[config.mk]
export PLATFORM = sky130hd
export DESIGN_NAME = lbbc_ctrl
export DESIGN_NICKNAME = d
export VERILOG_FILES = /design/src/hw/rtl/lbbc_pkg.sv /design/src/hw/rtl/lbbc_ctrl.sv
export SDC_FILE = /design/constraint.sdc
export NUM_CORES = 1
export LEC_CHECK = 0
export ABC_AREA = 1
export BUFFER_PORTS_ARGS = -buffer_cell sky130_fd_sc_hd__clkbuf_2
export CORE_AREA = 2 2 39 41
export CTS_BUF_LIST = sky130_fd_sc_hd__clkbuf_4
export DETAILED_ROUTE_END_ITERATION = 12
export DIE_AREA = 0 0 41 43
export HOLD_SLACK_MARGIN = 0.02
export PLACE_DENSITY = 0.44
export SLEW_MARGIN = 30
export SYNTH_ARGS = -nofsm -noshare
export SYNTH_HDL_FRONTEND = slang
export SYNTH_SLANG_ARGS = --single-unit
[constraint.sdc]
create_clock -name clk -period 2 [get_ports clk]
set_clock_uncertainty 0.1 [all_clocks]
set_input_delay 0.4 -clock clk [delete_from_list [all_inputs] [get_ports clk]]
set_output_delay 0.4 -clock clk [all_outputs]
set_load 0.05 [all_outputs]
[src/hw/rtl/lbbc_pkg.sv]
// Shared types and constants for the LRU byte-budget cache policy.
package lbbc_pkg;

  localparam logic [2:0] OP_ADD       = 3'd0;
  localparam logic [2:0] OP_ACCESS    = 3'd1;
  localparam logic [2:0] OP_ADD_MEM   = 3'd2;
  localparam logic [2:0] OP_TRIM      = 3'd3;
  localparam logic [2:0] OP_EVICT_ALL = 3'd4;

  localparam logic [39:0] LIMIT_RESET = 40'd1073741824;
  localparam logic [39:0] MAX40 = 40'hFF_FFFF_FFFF;
  localparam logic [31:0] MAX32 = 32'hFFFF_FFFF;

  typedef enum logic [2:0] {
    ST_IDLE,
    ST_CLEAR,
    ST_LOG,
    ST_EXEC,
    ST_EVICT,
    ST_OUT
  } lbbc_state_t;

  // controller to datapath
  typedef struct packed {
    logic clear_step;
    logic capture;
    logic log_step;
    logic exec_step;
    logic evict_step;
    logic zero_total;
    logic out_load;
  } lbbc_cmd_t;

  // datapath to controller
  typedef struct packed {
    logic clear_done;
    logic need_evict;
    logic is_evict_all;
    logic list_empty;
    logic out_busy;
  } lbbc_stat_t;

endpackage

[src/hw/rtl/lbbc_ctrl.sv]
// Controller state machine for the LRU byte-budget cache policy.
module lbbc_ctrl import lbbc_pkg::*; (
  input  logic       clk,
  input  logic       rst,
  input  logic       in_fire,
  input  lbbc_stat_t stat,
  output lbbc_cmd_t  cmd,
  output logic       in_ready
);
  lbbc_state_t state, state_next;

  always_ff @(posedge clk) begin
    if (rst) state <= ST_CLEAR;
    else     state <= state_next;
  end

  always_comb begin
    state_next = state;
    cmd = '0;
    in_ready = 1'b0;
    case (state)
      ST_CLEAR: begin
        cmd.clear_step = 1'b1;
        if (stat.clear_done) state_next = ST_IDLE;
      end
      ST_IDLE: begin
        in_ready = !stat.out_busy;
        if (in_fire) begin
          cmd.capture = 1'b1;
          state_next = ST_LOG;
        end
      end
      ST_LOG: begin
        cmd.log_step = 1'b1;
        state_next = ST_EXEC;
      end
      ST_EXEC: begin
        cmd.exec_step = 1'b1;
        state_next = ST_EVICT;
      end
      ST_EVICT: begin
        if (stat.need_evict) begin
          cmd.evict_step = 1'b1;
        end else begin
          cmd.zero_total = stat.is_evict_all;
          state_next = ST_OUT;
        end
      end
      ST_OUT: begin
        cmd.out_load = 1'b1;
        state_next = ST_IDLE;
      end
      default: state_next = ST_IDLE;
    endcase
  end
endmodule

Word-level counts from Yosys, hierarchy flattened. Cells that the tools add are included.

Logic and storage cells: 26. Register bits: 3. Output and inout port bits: 8. Input bits: 8.

Equal/unequal tests: 8. Reduce and logical (&&, ||, !) cells: 3. Muxes and demuxes: 14.

Operators with widths (count): case mux 3 bit (5 select lines) (1); 2-to-1 mux 1 bit (9); 2-to-1 mux 3 bit (3); equality test 3 x 2 -> 1 bit (second input constant) (2); equality test 3 bit (second input constant) (2); inequality test 2 bit (second input constant) (3); equality test 3 x 1 -> 1 bit (second input constant) (1); zero test 3 bit (1); AND reduction 3 bit (1); 2-to-1 mux 2 bit (1); zero test 1 bit (1).

Depth between registers and ports, before layout. Gate-level depths: netlist (run 1).

Word-level depth: 3. Mapped depth: 6. Gate-level depth less buffers: 6.

Worst setup path before layout (run 1). No wires, ideal clock.

Path kind: reg2out. Start point: reg state[1]. End point: out cmd[1] in the netlist's numbering. Data required time: 1.500 ns. Data arrival time: 1.725 ns. Stages on the path, launching flop included: 4. Path slack: -0.225 ns. Buffers on the path: 0. Cells stage by stage: dfxtp_1 -> nor2_1 -> nand2_1 -> nor3b_1.

RTL lines: start: declaration (line lbbc_ctrl.sv:10) `lbbc_state_t state, state_next;`; start signal: assignment (line lbbc_ctrl.sv:14) `else state <= state_next;`; end: declaration (line lbbc_ctrl.sv:7) `output lbbc_cmd_t cmd,`.

==> results of run 1 <==
cells in the final DEF, fill, tap and decap left out:
master / n
nand2_1: 5
inv_2: 3
nor3_2: 1
clkbuf_4: 4
a21oi_1: 1
nor3b_2: 1
a21oi_2: 1
nor2_1: 5
dfxtp_1: 3
nand4_1: 2
clkbuf_2: 14
nand3_1: 3
inv_1: 6
nor2_2: 3
metrics by stage:
step | hold slack, ns | total power, mW | instance area, sq um | util (%) | setup WS [ns]
4_1_cts | 0.2626 | 0.2737 | 334.1 | 24.14 | 0.1675
3_3_place_gp | 0.4838 | 0.1498 | 304.0 | 21.97 | 0.4167
3_5_place_dp | 0.4986 | 0.1502 | 304.0 | 21.97 | 0.4198
5_1_grt | 0.2750 | 0.2830 | 334.1 | 24.14 | 0.05974
2_1_floorplan | 0.3624 | 0.1303 | 214.0 | - | 0.2605
6_report | 0.2731 | 0.2654 | 334.1 | 24.14 | 0.1815
critical path: cells and delay by family (launching register included):
family / cells / cell delay [ns]
buffers and inverters: 1 / 0.29
AND/OR/NAND/NOR: 2 / 0.34
flip-flops: 1 / 0.45
cells in the mapped netlist:
library cell | instances | area (sq um)
nand2_1 | 5 | 18.77
nand3_1 | 3 | 15.01
nor2_2 | 3 | 18.77
a21oi_1 | 1 | 5.000
inv_1 | 6 | 22.52
dfxtp_1 | 3 | 60.06
nor2_1 | 5 | 18.77
nand4_1 | 2 | 12.51
inv_2 | 3 | 11.26
nor3b_1 | 1 | 7.510
nor3_2 | 1 | 10.01
a21oi_2 | 1 | 8.760
path summary, 6_finish.rpt:
kind	startpoint	to	slack, ns	cells past startpoint
setup / recovery	state[2]	cmd[1]	0.18	3
setup reg to reg	state[2]	state[0]	0.95	4
hold reg to reg	state[0]	state[2]	0.50	4
hold / removal	rst	state[2]	0.27	2
report_power, final:
group          switching (mW)  internal (mW)  total, mW  leakage (nW)
clock network          0.0288         0.0881      0.117        0.0184
logic                  0.0568         0.0211     0.0779         0.150
registers             0.00599         0.0646     0.0706        0.0247
routing by layer:
metal	GRT usage (%)	vias to the layer above	part of all wire, %	routed length (um)
met5	0	-	0	0
met4	8.000	0	0	0
met3	1.571	0	6.6	35
met2	10.94	8	53	279
met1	8.013	110	40	214
li1	-	141	-	-
cell families (layout without fill, tap and decap cells):
kind of cell / count (synthesis) / count (layout) / share of synthesized area [%]
and+or+nand+nor: 20 / 20 / 48.50
buffers and inverters: 9 / 27 / 16.17
DFF: 3 / 3 / 28.74
AOI/OAI and AO/OA: 2 / 2 / 6.585
area by class of cell:
cell class / count / area (sq um) / share of cell area [%]
Clock buffer: 4 / 30.03 / 8.989
Inverter: 9 / 33.78 / 10.11
Multi-Input combinational cell: 22 / 120.1 / 35.96
Sequential cell: 3 / 60.06 / 17.98
Tap cell: 16 / 20.02 / 5.993
Timing Repair Buffer: 14 / 70.07 / 20.97
==> metrics.txt, run 1 <==
DR pass1 iterations=4; Syn. warnings=0; CP Cell Sequence=nand2_1 > nor3b_2 > clkbuf_2; Clock transition at path regs=approximately 0.040 ns; Final Cycle Share=a little over 90%; syn_nets=between 40 and 50; Peak VDD IR=between 200 and 250 uV; Slowest cell on crit path=dfxtp_1; most flop-heavy register=state; Post-CTS Hold Fix Bufs=0; sequential fraction of the synthesis area=28.74%; CP Data Required Time=~1.5 ns; vias in the first global route=238; Crit. End Element=primary output; Leak=between 0.15 and 0.2 nW; placed cells=64; CTS resizes=0; Ant. Diodes=0; max-capacitance violation count=0; TritonCTS clock tree=done; fmax=~550 MHz; first-pass GRT wire length=about 850 um; initial antenna violation count=0; max reg flops=3; dpl hpwl=451.7 um; IO Count=16; Max clock buf depth=2; Tmin final=1.819 ns; port bufs=14; DR vias=259; Crit path largest cell delay=0.45 ns; final WL=529 um; setup TNS=0 ns; Cell variety after synth=12; area grow syn2layout=59.88%; status=finished clean; antenna-violating nets left=0; total grt overflow=0; class of the most critical setup path=reg2out; Die Span Y=between 40 and 50 um; TritonCTS buffer count=3; Gate Count Post-Synth=34; Die Width=41 um; P per Cell Area=794.5 mW/mm^2; row count=14; CP arrival=1.32 ns; drt first-iter violations=6; total die area=0.001763 sq mm; Setup-failing EPs final=0; RSZ-0062 raised after global routing=no; final RePlAce weighted congestion=0.6859; critical path fanouts, max=6; setup repair bufs after CTS=0; wire length per cell=around 8 um; CTS sink count=3; Slew Limit Fails=0; Critical Path Start Type=flip-flop; vias per inst=3.809; biggest regs=state x3; Starting Density=~15%; largest net degree at the start of global routing=7; share of cells above drive strength 1=between 50% and 60%; Slew Limit Headroom=roughly 80%; Final Non-Filler Cells=68; Worst Hold Class=in2reg; final net count=61; total global-route track usage=7.523%; H-tree depth=1; Final Hold Fails=0; core area=between 0.001 and 0.0015 sq mm; clk_lat worst skew=0.23 ns; pin slew with the least headroom to its limit=0.2788 ns; post-synthesis cell area=209.0 sq um; Avg Inst Size Synth=6.146 sq um; CTS Root Cell=clkbuf_4; # DRC=0; flops & latches, synth=3; fillers=167
Power figures use the tool's default switching activity.
==> run 2: changes to the inputs <==
--- a/config.mk
+++ b/config.mk
@@ -12,7 +12,7 @@
 export DETAILED_ROUTE_END_ITERATION = 12
 export DIE_AREA = 0 0 41 43
 export HOLD_SLACK_MARGIN = 0.02
-export PLACE_DENSITY = 0.44
+export PLACE_DENSITY = 0.41
 export SLEW_MARGIN = 30
 export SYNTH_ARGS = -nofsm -noshare
 export SYNTH_HDL_FRONTEND = slang
==> metrics.txt, run 2 (synthesized netlist as in run 1, its figures left out) <==
total global-route track usage=8.333%; core area=0.001384 sq mm; max-capacitance violation count=0; biggest regs=state x3; most frequent cells in the layout=clkbuf_2, inv_1, nor2_1, nand2_1, clkbuf_4; initial antenna violation count=0; Setup-failing EPs final=0; CTS sink count=3; Core Util, Final=24.14%; CP bufs+invs=1; row count=14; clk_lat worst skew=0.23 ns; commonest non-fill, non-tap cell in the layout=clkbuf_2; Top Layer Used=met4; Leak=0.1928 nW; IO Count=16; final WL=532 um; CP Cell Sequence=nor2_1 > nand2_1 > nor3b_2 > clkbuf_2; max reg flops=3; antenna-violating nets left=0; Die Width=41 um; setup repair bufs after CTS=0; setup TNS=0 ns; DR pass1 iterations=2; fillers=171; Crit. End Element=primary output; CTS resizes=0; Tmin final=1.824 ns; Starting Density=roughly 15%; routed wl met2=between 200 and 300 um; port bufs=14; final net count=61; pin slew with the least headroom to its limit=0.2776 ns; DRT met1 WL=slightly above 200 um; wire length per cell=7.824 um; Peak VDD IR=221.7 uV; total grt overflow=0; min setup slack post-route=0.1758 ns; Slew Limit Headroom=81.57%; H-tree depth=1; Final Hold Fails=0; vias in the first global route=233; CP arrival=1.32 ns; met3 WL post-DR=40 um; worst hold margin=0.2652 ns; TritonCTS buffer count=3; total die area=0.001763 sq mm; Ant. Diodes=0; critical path fanouts, max=4; RSZ-0062 raised after global routing=no; class of the most critical setup path=reg2out; first-pass GRT wire length=890 um; fmax=roughly 550 MHz; DR vias=256; Crit path largest cell delay=0.34 ns; CP top delay family=simple AND/OR/NAND/NOR gates; Clock transition at path regs=0.04 ns; Final Cycle Share=approximately nine tenths; status=finished clean; Die Span Y=43 um; final RePlAce weighted congestion=0.6258; Slew Limit Fails=0; dpl hpwl=469.6 um; Slowest cell on crit path=dfxtp_1; Worst Hold Class=in2reg; largest net degree at the start of global routing=7; Post-CTS Hold Fix Bufs=0; share of cells above drive strength 1=51.92%; vias per inst=~3.8; most flop-heavy register=state; post-placement setup slack=approximately 0.43 ns; # DRC=0; CTS Root Cell=clkbuf_4; Critical Path Start Type=flip-flop; P per Cell Area=803.7 mW/mm^2; TritonCTS clock tree=done; area grow syn2layout=59.88%; CP Data Required Time=1.50 ns; drt first-iter violations=1; Max clock buf depth=2
-- run 2: cell counts in the layout (fill, tap and decap cells not counted) --
No cell type changed its count.
-- run 2: worst register-to-register path, stage by stage, from the launching register on --
cell and delay, ns:
dfxtp_1 0.37, nor2_2 0.18, nand3_1 0.11, nand4_1 0.12, nand2_1 0.06
-- run 2: cell type report --
type	count	area, sq um	share of cell area, %
multi-input cells	22	120.1	35.96
repair buffers	14	70.07	20.97
flip-flops and latches	3	60.06	17.98
inverters	9	33.78	10.11
clock buffers	4	30.03	8.989
well taps	16	20.02	5.993
-- run 2: worst paths after layout --
| path | endpoint | depth (start not counted) | slack [ns] | startpoint |
|---|---|---|---|---|
| worst max-delay path | cmd[1] | 4 | 0.18 | state[1] |
| worst max register to register | state[0] | 4 | 0.96 | state[2] |
| worst min-delay path | state[2] | 2 | 0.27 | rst |
| worst min register to register | state[2] | 4 | 0.49 | state[0] |
-- run 2: layer usage --
layer,track usage [%],vias to the layer above
met5,0,-
met4,10.00,0
met3,3.141,2
met2,11.88,8
met1,7.717,103
li1,-,143
-- run 2: stage by stage --
step	total power, mW	instance area, sq um	cells
CTS	0.2756	334.1	68
detailed placement	0.1500	304.0	64
global placement	0.1501	304.0	64
floorplan	0.1303	214.0	34
finish	0.2685	334.1	68
global route	0.2891	334.1	68
-- run 2: power breakdown --
| part | total, mW | switching, mW | internal, mW |
|---|---|---|---|
| sequential | 0.0701 | 0.00552 | 0.0646 |
| combinational | 0.0776 | 0.0565 | 0.0212 |
| clock | 0.121 | 0.0325 | 0.0883 |
| total | 0.269 | 0.0945 | 0.174 |
